[src/rtl/ffba_pkg.sv]
`default_nettype none
package ffba_pkg;

	// table size used when the top level is not overridden
	localparam int NUM_BLOCKS_DEF = 16;

	// field widths of the stream beats
	localparam int KIND_W = 1;
	localparam int BLK_W  = 4;
	localparam int AMT_W  = 16;
	localparam int IN_DATA_W  = 24;
	localparam int OUT_DATA_W = 8;

	// item kinds
	localparam logic [KIND_W-1:0] KIND_LOAD    = 1'b0;
	localparam logic [KIND_W-1:0] KIND_REQUEST = 1'b1;

	// configuration port
	localparam int CFG_ADDR_W = 1;
	localparam int CFG_DATA_W = 5;
	localparam logic [CFG_ADDR_W-1:0] REG_SHARE_MODE    = 1'd0;
	localparam logic [CFG_ADDR_W-1:0] REG_BLOCKS_IN_USE = 1'd1;
	localparam logic [CFG_DATA_W-1:0] BLOCKS_IN_USE_RST = 5'd16;

	// verdict of the shared fit unit for one table entry
	typedef struct packed {
		logic             hit;
		logic [AMT_W-1:0] new_cap;
	} fit_res_t;

endpackage
`default_nettype wire

[src/rtl/ffba_cap_ram.sv]
`default_nettype none
module ffba_cap_ram #(
	parameter int DEPTH = ffba_pkg::NUM_BLOCKS_DEF,
	parameter int IDX_W = 4
) (
	input  wire logic                       clk,
	input  wire logic                       arst_n,
	input  wire logic                       we,
	input  wire logic [IDX_W-1:0]           waddr,
	input  wire logic [ffba_pkg::AMT_W-1:0] wdata,
	input  wire logic [IDX_W-1:0]           raddr,
	output      logic [ffba_pkg::AMT_W-1:0] rdata
);
	import ffba_pkg::*;

	logic [AMT_W-1:0] mem [DEPTH];
	logic [DEPTH-1:0] vld_q;
	logic [AMT_W-1:0] rdata_q;

	// never-loaded entries read as zero capacity
	always_ff @(posedge clk or negedge arst_n) begin
		if (!arst_n) begin
			vld_q <= '0;
		end else if (we) begin
			vld_q[waddr] <= 1'b1;
		end
	end

	always_ff @(posedge clk) begin
		if (we) begin
			mem[waddr] <= wdata;
		end
	end

	always_ff @(posedge clk) begin
		rdata_q <= vld_q[raddr] ? mem[raddr] : '0;
	end

	assign rdata = rdata_q;

endmodule
`default_nettype wire

[src/rtl/ffba_fit_unit.sv]
`default_nettype none
module ffba_fit_unit (
	input  wire logic                       share,
	input  wire logic                       occ,
	input  wire logic [ffba_pkg::AMT_W-1:0] cap,
	input  wire logic [ffba_pkg::AMT_W-1:0] amount,
	output      ffba_pkg::fit_res_t         res
);
	import ffba_pkg::*;

	// one compare and one subtract, reused for every entry of the scan
	always_comb begin
		res.hit     = (cap >= amount) && (share || !occ);
		res.new_cap = cap - amount;
	end

endmodule
`default_nettype wire

[src/rtl/first_fit_block_allocator.sv]
`default_nettype none
// first-fit block allocator
//
// input stream s_*: one beat per item; s_tuser is the item kind (load or request),
// s_tdata holds block_number and amount. a load writes one table entry's capacity
// and clears its occupied mark; it gives no output beat.
// a request walks the table from entry 0 up to min(blocks_in_use, NUM_BLOCKS)-1
// through one shared compare/subtract unit, one entry per cycle, with the
// capacity memory read in the cycle before the compare. the walk stops at the
// first hit; a miss walks the whole searched range, and with no entry to search
// the request goes straight to its result. s_tready is low while a request is in
// flight, so the block takes no new item until the result is in the output register.
// output stream m_*: m_tuser is found, m_tdata holds chosen_block.
// if the receiver stalls, the result waits in the output register and a finished
// scan holds until that register is free. configuration (share_mode, blocks_in_use)
// is written through cfg_we/cfg_addr/cfg_wdata; the user must write it only while
// the block is idle, as the block itself does not enforce this.
// reset: capacities read as zero, all occupied marks clear, share_mode 0,
// blocks_in_use 16, no output beat pending.
module first_fit_block_allocator #(
	parameter int NUM_BLOCKS = ffba_pkg::NUM_BLOCKS_DEF
) (
	input  wire logic                            clk,
	input  wire logic                            arst_n,
	// configuration write port
	input  wire logic                            cfg_we,
	input  wire logic [ffba_pkg::CFG_ADDR_W-1:0] cfg_addr,
	input  wire logic [ffba_pkg::CFG_DATA_W-1:0] cfg_wdata,
	// input items
	input  wire logic                            s_tvalid,
	output      logic                            s_tready,
	input  wire logic [ffba_pkg::IN_DATA_W-1:0]  s_tdata,  // block_number[3:0], amount[19:4]
	input  wire logic [ffba_pkg::KIND_W-1:0]     s_tuser,  // kind[0]
	// results
	output      logic                            m_tvalid,
	input  wire logic                            m_tready,
	output      logic [ffba_pkg::OUT_DATA_W-1:0] m_tdata,  // chosen_block[3:0]
	output      logic                            m_tuser   // found[0]
);
	import ffba_pkg::*;

	localparam int IDX_W = (NUM_BLOCKS > 1) ? $clog2(NUM_BLOCKS) : 1;
	localparam int CNT_W = $clog2(NUM_BLOCKS + 1);

	// sequencer states
	localparam logic [1:0] ST_IDLE = 2'd0;
	localparam logic [1:0] ST_SCAN = 2'd1;
	localparam logic [1:0] ST_FIN  = 2'd2;

	logic [1:0]            state_q;
	logic                  share_q;
	logic [CFG_DATA_W-1:0] biu_q;
	logic [NUM_BLOCKS-1:0] occ_q;

	logic [AMT_W-1:0] amt_q;
	logic [CNT_W-1:0] limit_q;
	logic [CNT_W-1:0] rd_cnt_q;
	logic             pend_s1;   // memory data for idx_s1 is on rd_cap
	logic [IDX_W-1:0] idx_s1;
	logic             res_found_q;
	logic [BLK_W-1:0] res_idx_q;
	logic             m_valid_q;
	logic             m_found_q;
	logic [BLK_W-1:0] m_idx_q;

	logic [BLK_W-1:0] in_blk;
	logic [AMT_W-1:0] in_amt;
	logic             in_acc;
	logic             in_range;
	logic             load_we;
	logic [CNT_W-1:0] lim;
	logic             issue;
	logic             last;
	logic             out_free;

	logic             ram_we;
	logic [IDX_W-1:0] ram_waddr;
	logic [AMT_W-1:0] ram_wdata;
	logic [AMT_W-1:0] rd_cap;
	fit_res_t         fit;

	assign in_blk   = s_tdata[BLK_W-1:0];
	assign in_amt   = s_tdata[BLK_W +: AMT_W];
	assign s_tready = (state_q == ST_IDLE);
	assign in_acc   = s_tvalid && s_tready;
	assign in_range = (32'(in_blk) < NUM_BLOCKS);
	assign load_we  = in_acc && (s_tuser == KIND_LOAD) && in_range;

	// searched entries: blocks_in_use clipped to the table size
	assign lim = (32'(biu_q) > NUM_BLOCKS) ? CNT_W'(NUM_BLOCKS) : CNT_W'(biu_q);

	assign issue    = (state_q == ST_SCAN) && (rd_cnt_q < limit_q);
	assign last     = (CNT_W'(idx_s1) + CNT_W'(1)) == limit_q;
	assign out_free = !m_valid_q || m_tready;

	// capacity write: load in idle, write-back of a shared-mode hit in scan
	always_comb begin
		if (state_q == ST_SCAN) begin
			ram_we    = pend_s1 && fit.hit && share_q;
			ram_waddr = idx_s1;
			ram_wdata = fit.new_cap;
		end else begin
			ram_we    = load_we;
			ram_waddr = IDX_W'(in_blk);
			ram_wdata = in_amt;
		end
	end

	ffba_cap_ram #(
		.DEPTH(NUM_BLOCKS),
		.IDX_W(IDX_W)
	) u_cap_ram (
		.clk   (clk),
		.arst_n(arst_n),
		.we    (ram_we),
		.waddr (ram_waddr),
		.wdata (ram_wdata),
		.raddr (rd_cnt_q[IDX_W-1:0]),
		.rdata (rd_cap)
	);

	ffba_fit_unit u_fit (
		.share (share_q),
		.occ   (occ_q[idx_s1]),
		.cap   (rd_cap),
		.amount(amt_q),
		.res   (fit)
	);

	// configuration registers
	always_ff @(posedge clk or negedge arst_n) begin
		if (!arst_n) begin
			share_q <= 1'b0;
			biu_q   <= BLOCKS_IN_USE_RST;
		end else if (cfg_we) begin
			case (cfg_addr)
				REG_SHARE_MODE:    share_q <= cfg_wdata[0];
				REG_BLOCKS_IN_USE: biu_q   <= cfg_wdata;
				default: ;
			endcase
		end
	end

	// occupied marks
	always_ff @(posedge clk or negedge arst_n) begin
		if (!arst_n) begin
			occ_q <= '0;
		end else if (load_we) begin
			occ_q[IDX_W'(in_blk)] <= 1'b0;
		end else if ((state_q == ST_SCAN) && pend_s1 && fit.hit && !share_q) begin
			occ_q[idx_s1] <= 1'b1;
		end
	end

	// sequencer control
	always_ff @(posedge clk or negedge arst_n) begin
		if (!arst_n) begin
			state_q   <= ST_IDLE;
			rd_cnt_q  <= '0;
			pend_s1   <= 1'b0;
			limit_q   <= '0;
			m_valid_q <= 1'b0;
		end else begin
			// output register: load a finished result, else drop an accepted beat
			if ((state_q == ST_FIN) && out_free) begin
				m_valid_q <= 1'b1;
			end else if (m_tready) begin
				m_valid_q <= 1'b0;
			end
			case (state_q)
				ST_IDLE: begin
					if (in_acc && (s_tuser == KIND_REQUEST)) begin
						rd_cnt_q <= '0;
						pend_s1  <= 1'b0;
						limit_q  <= lim;
						state_q  <= (lim == '0) ? ST_FIN : ST_SCAN;
					end
				end
				ST_SCAN: begin
					if (issue) begin
						rd_cnt_q <= rd_cnt_q + CNT_W'(1);
					end
					if (pend_s1 && (fit.hit || last)) begin
						pend_s1 <= 1'b0;
						state_q <= ST_FIN;
					end else begin
						pend_s1 <= issue;
					end
				end
				ST_FIN: begin
					if (out_free) begin
						state_q <= ST_IDLE;
					end
				end
				default: begin
					state_q <= ST_IDLE;
				end
			endcase
		end
	end

	// datapath registers
	always_ff @(posedge clk) begin
		if (in_acc) begin
			amt_q <= in_amt;
		end
		if (issue) begin
			idx_s1 <= rd_cnt_q[IDX_W-1:0];
		end
		if ((state_q == ST_IDLE) && in_acc) begin
			res_found_q <= 1'b0;
			res_idx_q   <= '0;
		end else if ((state_q == ST_SCAN) && pend_s1 && fit.hit) begin
			res_found_q <= 1'b1;
			res_idx_q   <= BLK_W'(idx_s1);
		end
		if ((state_q == ST_FIN) && out_free) begin
			m_found_q <= res_found_q;
			m_idx_q   <= res_idx_q;
		end
	end

	assign m_tvalid = m_valid_q;
	assign m_tuser  = m_found_q;
	assign m_tdata  = {{(OUT_DATA_W - BLK_W){1'b0}}, m_idx_q};

	// a miss always reports block zero
	a_miss_zero: assert property (@(posedge clk) disable iff (!arst_n)
		(m_tvalid && !m_tuser) |-> (m_tdata == '0))
		else $error("miss result carries a nonzero block index");

	// reads never run past the searched range
	a_cnt_range: assert property (@(posedge clk) disable iff (!arst_n)
		rd_cnt_q <= limit_q)
		else $error("scan counter beyond limit");

	a_idx_range: assert property (@(posedge clk) disable iff (!arst_n)
		pend_s1 |-> (CNT_W'(idx_s1) < limit_q))
		else $error("compared entry outside searched range");

	// a whole-block hit leaves its entry marked occupied
	a_occ_set: assert property (@(posedge clk) disable iff (!arst_n)
		((state_q == ST_SCAN) && pend_s1 && fit.hit && !share_q)
		|=> occ_q[$past(idx_s1)])
		else $error("whole-block hit did not mark entry occupied");

	// input is held off during a scan
	a_busy: assert property (@(posedge clk) disable iff (!arst_n)
		(state_q == ST_SCAN) |-> !s_tready)
		else $error("input accepted during scan");

endmodule
`default_nettype wire

[config.mk]
export PLATFORM = sky130hd
export DESIGN_NAME = first_fit_block_allocator
export DESIGN_NICKNAME = d
export VERILOG_FILES = /design/src/rtl/ffba_pkg.sv /design/src/rtl/ffba_cap_ram.sv /design/src/rtl/ffba_fit_unit.sv /design/src/rtl/first_fit_block_allocator.sv
export SDC_FILE = /design/constraint.sdc
export NUM_CORES = 1
export LEC_CHECK = 0
export ABC_AREA = 1
export BUFFER_PORTS_ARGS = -buffer_cell sky130_fd_sc_hd__buf_2
export CAP_MARGIN = 20
export CORE_MARGIN = 3
export CORE_UTILIZATION = 50
export CTS_CLUSTER_DIAMETER = 120
export CTS_CLUSTER_SIZE = 24
export DETAILED_ROUTE_END_ITERATION = 10
export GPL_ROUTABILITY_DRIVEN = 0
export PLACE_DENSITY = 0.77
export SLEW_MARGIN = 20
export SYNTH_ARGS = -nofsm -noshare
export SYNTH_HDL_FRONTEND = slang
export SYNTH_SLANG_ARGS = --single-unit
[constraint.sdc]
create_clock -name clk -period 5.7 [get_ports clk]
set_clock_uncertainty 0.1 [all_clocks]
set_input_delay 0.855 -clock clk [delete_from_list [all_inputs] [get_ports clk]]
set_output_delay 0.855 -clock clk [all_outputs]
set_load 0.005 [all_outputs]
======== After elaboration in Yosys (flattened, before gate mapping) ========
Memory sizes are Yosys's and may differ from the RTL's. A register that Yosys moved wholly into a read port is not among the register bits.
Index checks and enable logic that the tools add are counted.
storage, ports and cells
  bits in registers ....................... 82
  RAM bits ................................ 256
  output and inout bits ................... 11
  memories kept ........................... 1
  input port bits ......................... 36
operators by class
  equality and inequality tests ........... 7
  multiplexer cells ....................... 31
  add/sub/neg operators ................... 3
  order comparisons ....................... 10
  reductions and logical operators ........ 34
  bitwise gates (word level) .............. 6
memories
  name           words  width  read ports  clocked after Yosys merged registers in  write ports  RTL line            text
  u_cap_ram.mem  16     16     1           1                                        1            ffba_cap_ram.sv:16  logic [AMT_W-1:0] mem [DEPTH];
operator list
  cell                                                   count
  2-to-1 mux 16 bit                                      3
  bitwise OR 16 bit                                      2
  < comparator 4 x 5 -> 1 bit (second input constant)    4
  AND 16 bit                                             1
  >= comparator 16 bit                                   1
  logical AND 1 bit                                      16
  NOT 16 bit                                             1
  subtractor 16 bit                                      1
  2-to-1 mux 5 bit                                       3
  demux 1 bit (select 4 bit)                             3
  >= comparator 4 x 1 -> 1 bit (second input constant)   3
  2-to-1 mux 1 bit                                       12
  case mux 5 bit (2 select lines)                        1
  binary-select mux 1 bit (select 4 bit)                 2
  2-to-1 mux 2 bit                                       4
  AND reduction 2 bit                                    4
  case mux 2 bit (3 select lines)                        1
  AND reduction 3 bit                                    2
  nonzero test 2 bit                                     3
  adder 4 x 1 -> 5 bit (second input constant)           1
  adder 5 x 1 -> 5 bit (second input constant)           1
  == test 5 bit                                          1
  greater-than comparator 5 bit (second input constant)  1
  logical NOT 5 bit                                      1
  11 further kinds                                       19

======== Depth between registers and ports, before layout ========
  depth in word-level cells ............... 10
  gate-level depth with buffers ........... 17

======== Hierarchy ========
Synthesis repeated with hierarchy kept, for this count alone.
unflattened totals
  cells, all modules ...................... 1,782
  area total of the unflattened synthesis .. 16,610.9 µm²
modules (own cells, without submodules)
  module                     times used  seq. area each (µm²)  cells each  area each (µm²)
  ffba_cap_ram               1           8,408.1               1,188       12,245.5
  first_fit_block_allocator  1           1,752.9               379         3,271.9
  ffba_fit_unit              1           0.0                   215         1,093.5

======== Least setup slack after synthesis ========
Ideal clock, no wire load.
  path kind ............................... flip-flop to flip-flop
  start ................................... register amt_q[0]
  end ..................................... memory u_cap_ram.mem[6][0] (enable)
  setup slack ............................. 2,582 ps
  arrival time ............................ 2,630 ps
  library setup time ...................... 388 ps
  cell stages (with the launch flop) ...... 15
  cell sequence ........................... edfxtp_1 > ha_1 > fa_1 > inv_1 > nand2_1 > o21ai_1 > nand2_1 > nand2_1 > nand2_1 > nand3_1 > nand4_1 > nand2_1 > buf_2 > nand2_1 > nor2_1
on the way
  word-level cells in the longest chain between the ends .. 7
RTL lines
  element                                 RTL line                          text
  from (decl)                             first_fit_block_allocator.sv:55   logic [AMT_W-1:0] amt_q;
  from (signal assigned)                  first_fit_block_allocator.sv:205  amt_q <= in_amt;
  >= comparator 16 bit                    ffba_fit_unit.sv:13               res.hit = (cap >= amount) && (share || !occ);
  logical AND 1 bit                       ffba_fit_unit.sv:13
  logical AND 1 bit (2 in series)         first_fit_block_allocator.sv:99   ram_we = pend_s1 && fit.hit && share_q;
  2-to-1 mux 1 bit                        first_fit_block_allocator.sv:98   if (state_q == ST_SCAN) begin
  2-to-1 mux 1 bit                        ffba_cap_ram.sv:30                if (we) begin
  2-to-1 mux 1 bit (not written as such)  ffba_cap_ram.sv:31                mem[waddr] <= wdata;
  to (decl)                               ffba_cap_ram.sv:16
Every way passes these cells.

======== Worst setup path in the final report ========
  start ................................... register amt_q[0]
  end ..................................... memory u_cap_ram.mem[6][14] (enable)
The elaborated chain is that of the path after synthesis.

==> run_results.csv <==
group,metric,value,unit
synthesis,ys_warn_count,0,
sta,max_slew_margin,33.1,%
placement,dp_hpwl,20400,µm
synthesis,syn-cell-area,15300,µm²
worst_setup_path,r2r_cells,13,
global_route,grt.overflow.total,0,
power_and_ir_drop,power_frac_seq,44.0,%
clock_network,cts_root_buf,"clkbuf_16",
detailed_routing,via_per_inst,5.68,
cells_and_area,stdcell_area,16400,µm²
sta,rsz0062_at_grt,"false",
floorplanning,rows,63,
worst_setup_path,crit_path_cell_trace,"ha_1, fa_1, inv_1, nand2_1, o21ai_1, nand2_1, nand2_1, nand2_1, nand3_1, nand4_1, nand2_1, nand2_1, nor2_2",
synthesis,ys_top_cells_by_area,"edfxtp_1 55%, dfrtp_1 8.3%, o21ai_0 5.7%",
clock_network,post_cts_resized,0,
synthesis,synth_top_area_share,55.1,%
global_route,grt_usage,19.5,%
global_route,grt_max_degree,85,
worst_setup_path,cp_max_fo,20,
power_and_ir_drop,ir_drop,0.215,mV
clock_network,cts.sinks,354,
worst_setup_path,cp-start-kind,"register",
cells_and_area,final_nets,1508,
floorplanning,num_io_pins,47,
synthesis,avgSynthCellArea,10.7,µm²
clock_network,post_cts_buffers,0,
clock_network,path_clk_slew,100,ps
detailed_routing,wl_per_cell,17.8,µm
detailed_routing,ant_nets,0,
placement,pre_cts_ws,1700,ps
placement,port_buffers,38,
clock_network,cts_tree,"built",
detailed_routing,dr.pass1.iters,5,
cells_and_area,syn_to_final_growth,7.12,%
sta,setup_viol,0,
synthesis,yosys.area.top_type,"edfxtp_1",
synthesis,postSynth.asyncResetShare,14.7,%
detailed_routing,vias,10500,
worst_setup_path,worstPathRequired,5730,ps
worst_setup_path,end_kind,"register",
power_and_ir_drop,power.leakage,6.35,nW
sta,period_share,69.8,%
sta,layout_setup_ws,1720,ps
power_and_ir_drop,p_sw,0.00346,W
flow_run,maxCapViolCount,0,
synthesis,synthDistinctLibCells,43,
worst_setup_path,crit_top_cell,"nand2_1",
power_and_ir_drop,powerDensity,530,nW/µm²
global_route,grt_pass1_wl,51800,µm
worst_setup_path,criticalPathCategory,"register to register",
floorplanning,dieArea,32800,µm²
floorplanning,core_region_area,30000,µm²
clock_network,clockBufferDepth,3,
cells_and_area,drive_above_1_share,7.00,%
synthesis,synth_edf_count,281,
cells_and_area,mostFrequentLayoutCell,"edfxtp_1",
power_and_ir_drop,swShare,39.8,%
global_route,antenna_found_initial,0,
detailed_routing,drc_errors,0,
power_and_ir_drop,intPower,0.00523,W
sta,tns,0,ps
floorplanning,die_h,181,µm
detailed_routing,drtIter0Drc,1143,
detailed_routing,wl,32900,µm
cells_and_area,diodes,0,
power_and_ir_drop,clockPowerShare,16.0,%
worst_setup_path,critical_path.slowest_cell,"nor2_2",
cells_and_area,final_cell_mix,"281 x edfxtp_1, 232 x nand2_1, 185 x nor2_1",
floorplanning,start_util,51.2,%
global_route,first_global_vias,9927,
sta,fmax,0.251,GHz
clock_network,cts_inserted_buffers,18,
sta,drv_slew,0,
worst_setup_path,arrival,4010,ps
floorplanning,fp.dieW,181,µm
outcome,outcome,"complete, no violations",
synthesis,synthCells,1432,
clock_network,htreeDepth,1,
min_path,whs_path_depth,0,
placement,place_area,15900,µm²
sta,hold_violations,0,
clock_network,insertion_delay,520,ps
worst_setup_path,slowest_delay,800,ps
synthesis,ys_seq_area_share,66.3,%
min_path,min_path_type,"register to register",
sta,final.min_clock_period,3980,ps
clock_network,ctsHoldBuffers,0,
sta,tightest_slew,1000,ps
synthesis,synth_seq_cells,354,
synthesis,synth_flop_cell,"edfxtp_1",
power_and_ir_drop,p_comb_share,39.9,%
critical path: cells and delay by family, from the launching register on:
kind                     cells  cell delay (ps)
AO/OA/AOI/OAI                1              230
buffers and inverters        1               80
AND/OR/NAND/NOR              9             2170
flip-flops                   1              380
adder cells (fa/ha/maj)      2              590
flip-flops by register name, summed over array words and instances, names as in the netlist, 5 cells and up:
signal / flops
u_cap_ram.mem: 256
u_cap_ram.vld_q: 16
occ_q: 16
u_cap_ram.rdata: 16
limit_q: 5
amt_q: 16
biu_q: 5
rd_cnt_q: 5
synthesized netlist by cell type (6+ instances only):
cell,n
a21o_1,6
a21oi_1,33
buf_2,15
clkbuf_1,44
dfrtp_1,51
dfxtp_1,21
edfxtp_1,281
ha_1,25
inv_1,130
inv_2,10
nand2_1,232
nand3_1,71
nor2_1,190
o211ai_1,12
o21ai_0,176
o21ai_1,13
o221ai_1,22
o22ai_1,46
xnor2_1,8
xor2_1,9
layer usage:
| metal | GRT usage (%) | share of wire, % | wire [µm] |
|---|---|---|---|
| met1 | 27.7 | 43 | 14000 |
| met3 | 2.36 | 8.1 | 2660 |
| met5 | 0 | 0 | 0 |
| met4 | 5.33 | 1.9 | 636 |
| met2 | 32.1 | 47 | 15600 |
final cells by class:
| type | count | area [µm²] |
|---|---|---|
| clock buffers | 31 | 520 |
| clock inverters | 1 | 8.76 |
| fillers | 2411 | 13500 |
| inverters | 142 | 536 |
| multi-input cells | 872 | 4360 |
| flip-flops and latches | 354 | 10200 |
| well taps | 390 | 488 |
| repair buffers | 58 | 340 |
path summary, 6_finish.rpt:
check	startpoint	endpoint	slack, ps
worst max-delay path	amt_q[0]	u_cap_ram.mem[6][14]	1720
worst min-delay path	res_idx_q[0]	m_idx_q[0]	340
worst max register to register	amt_q[0]	u_cap_ram.mem[6][14]	1720
worst min register to register	res_idx_q[0]	m_idx_q[0]	340
max in group asynchronous	arst_n	rd_cnt_q[0]	4650
min in group asynchronous	arst_n	u_cap_ram.vld_q[8]	350
power groups by stage:
| stage | clock, W | sequential, W | combinational, W |
|---|---|---|---|
| finish | 0.00139 | 0.00383 | 0.00347 |
| detailed placement | 0 | 0.00388 | 0.00341 |
| floorplan | 0 | 0.00376 | 0.00240 |
| CTS | 0.00142 | 0.00383 | 0.00342 |
| global route | 0.00152 | 0.00386 | 0.00385 |
| global placement | 0 | 0.00387 | 0.00330 |
cells by family (layout without fill, tap and decap cells):
| group | after synthesis | after routing | share of synthesized area (%) |
|---|---|---|---|
| adder cells (fa/ha/maj) | 26 | 26 | 2.17 |
| XOR/XNOR | 17 | 17 | 0.972 |
| buffers and inverters | 209 | 232 | 5.42 |
| AO/OA/AOI/OAI | 316 | 316 | 11.7 |
| multiplexers | 1 | 1 | 0.0735 |
| AND/OR/NAND/NOR | 508 | 508 | 13.4 |
| flip-flops | 354 | 354 | 66.3 |
| other | 1 | 4 | 0.0245 |
metrics by stage:
| step | hold slack [ps] | instances | total power, W | util (%) |
|---|---|---|---|---|
| 2_1_floorplan | 308 | 1435 | 0.00616 | - |
| 3_3_place_gp | 316 | 1816 | 0.00717 | 53.0 |
| 3_5_place_dp | 316 | 1816 | 0.00729 | 53.0 |
| 4_1_cts | 340 | 1848 | 0.00867 | 54.8 |
| 5_1_grt | 354 | 1848 | 0.00924 | 54.8 |
| 6_report | 340 | 1848 | 0.00869 | 54.8 |
(Power assumes the default switching activity.)
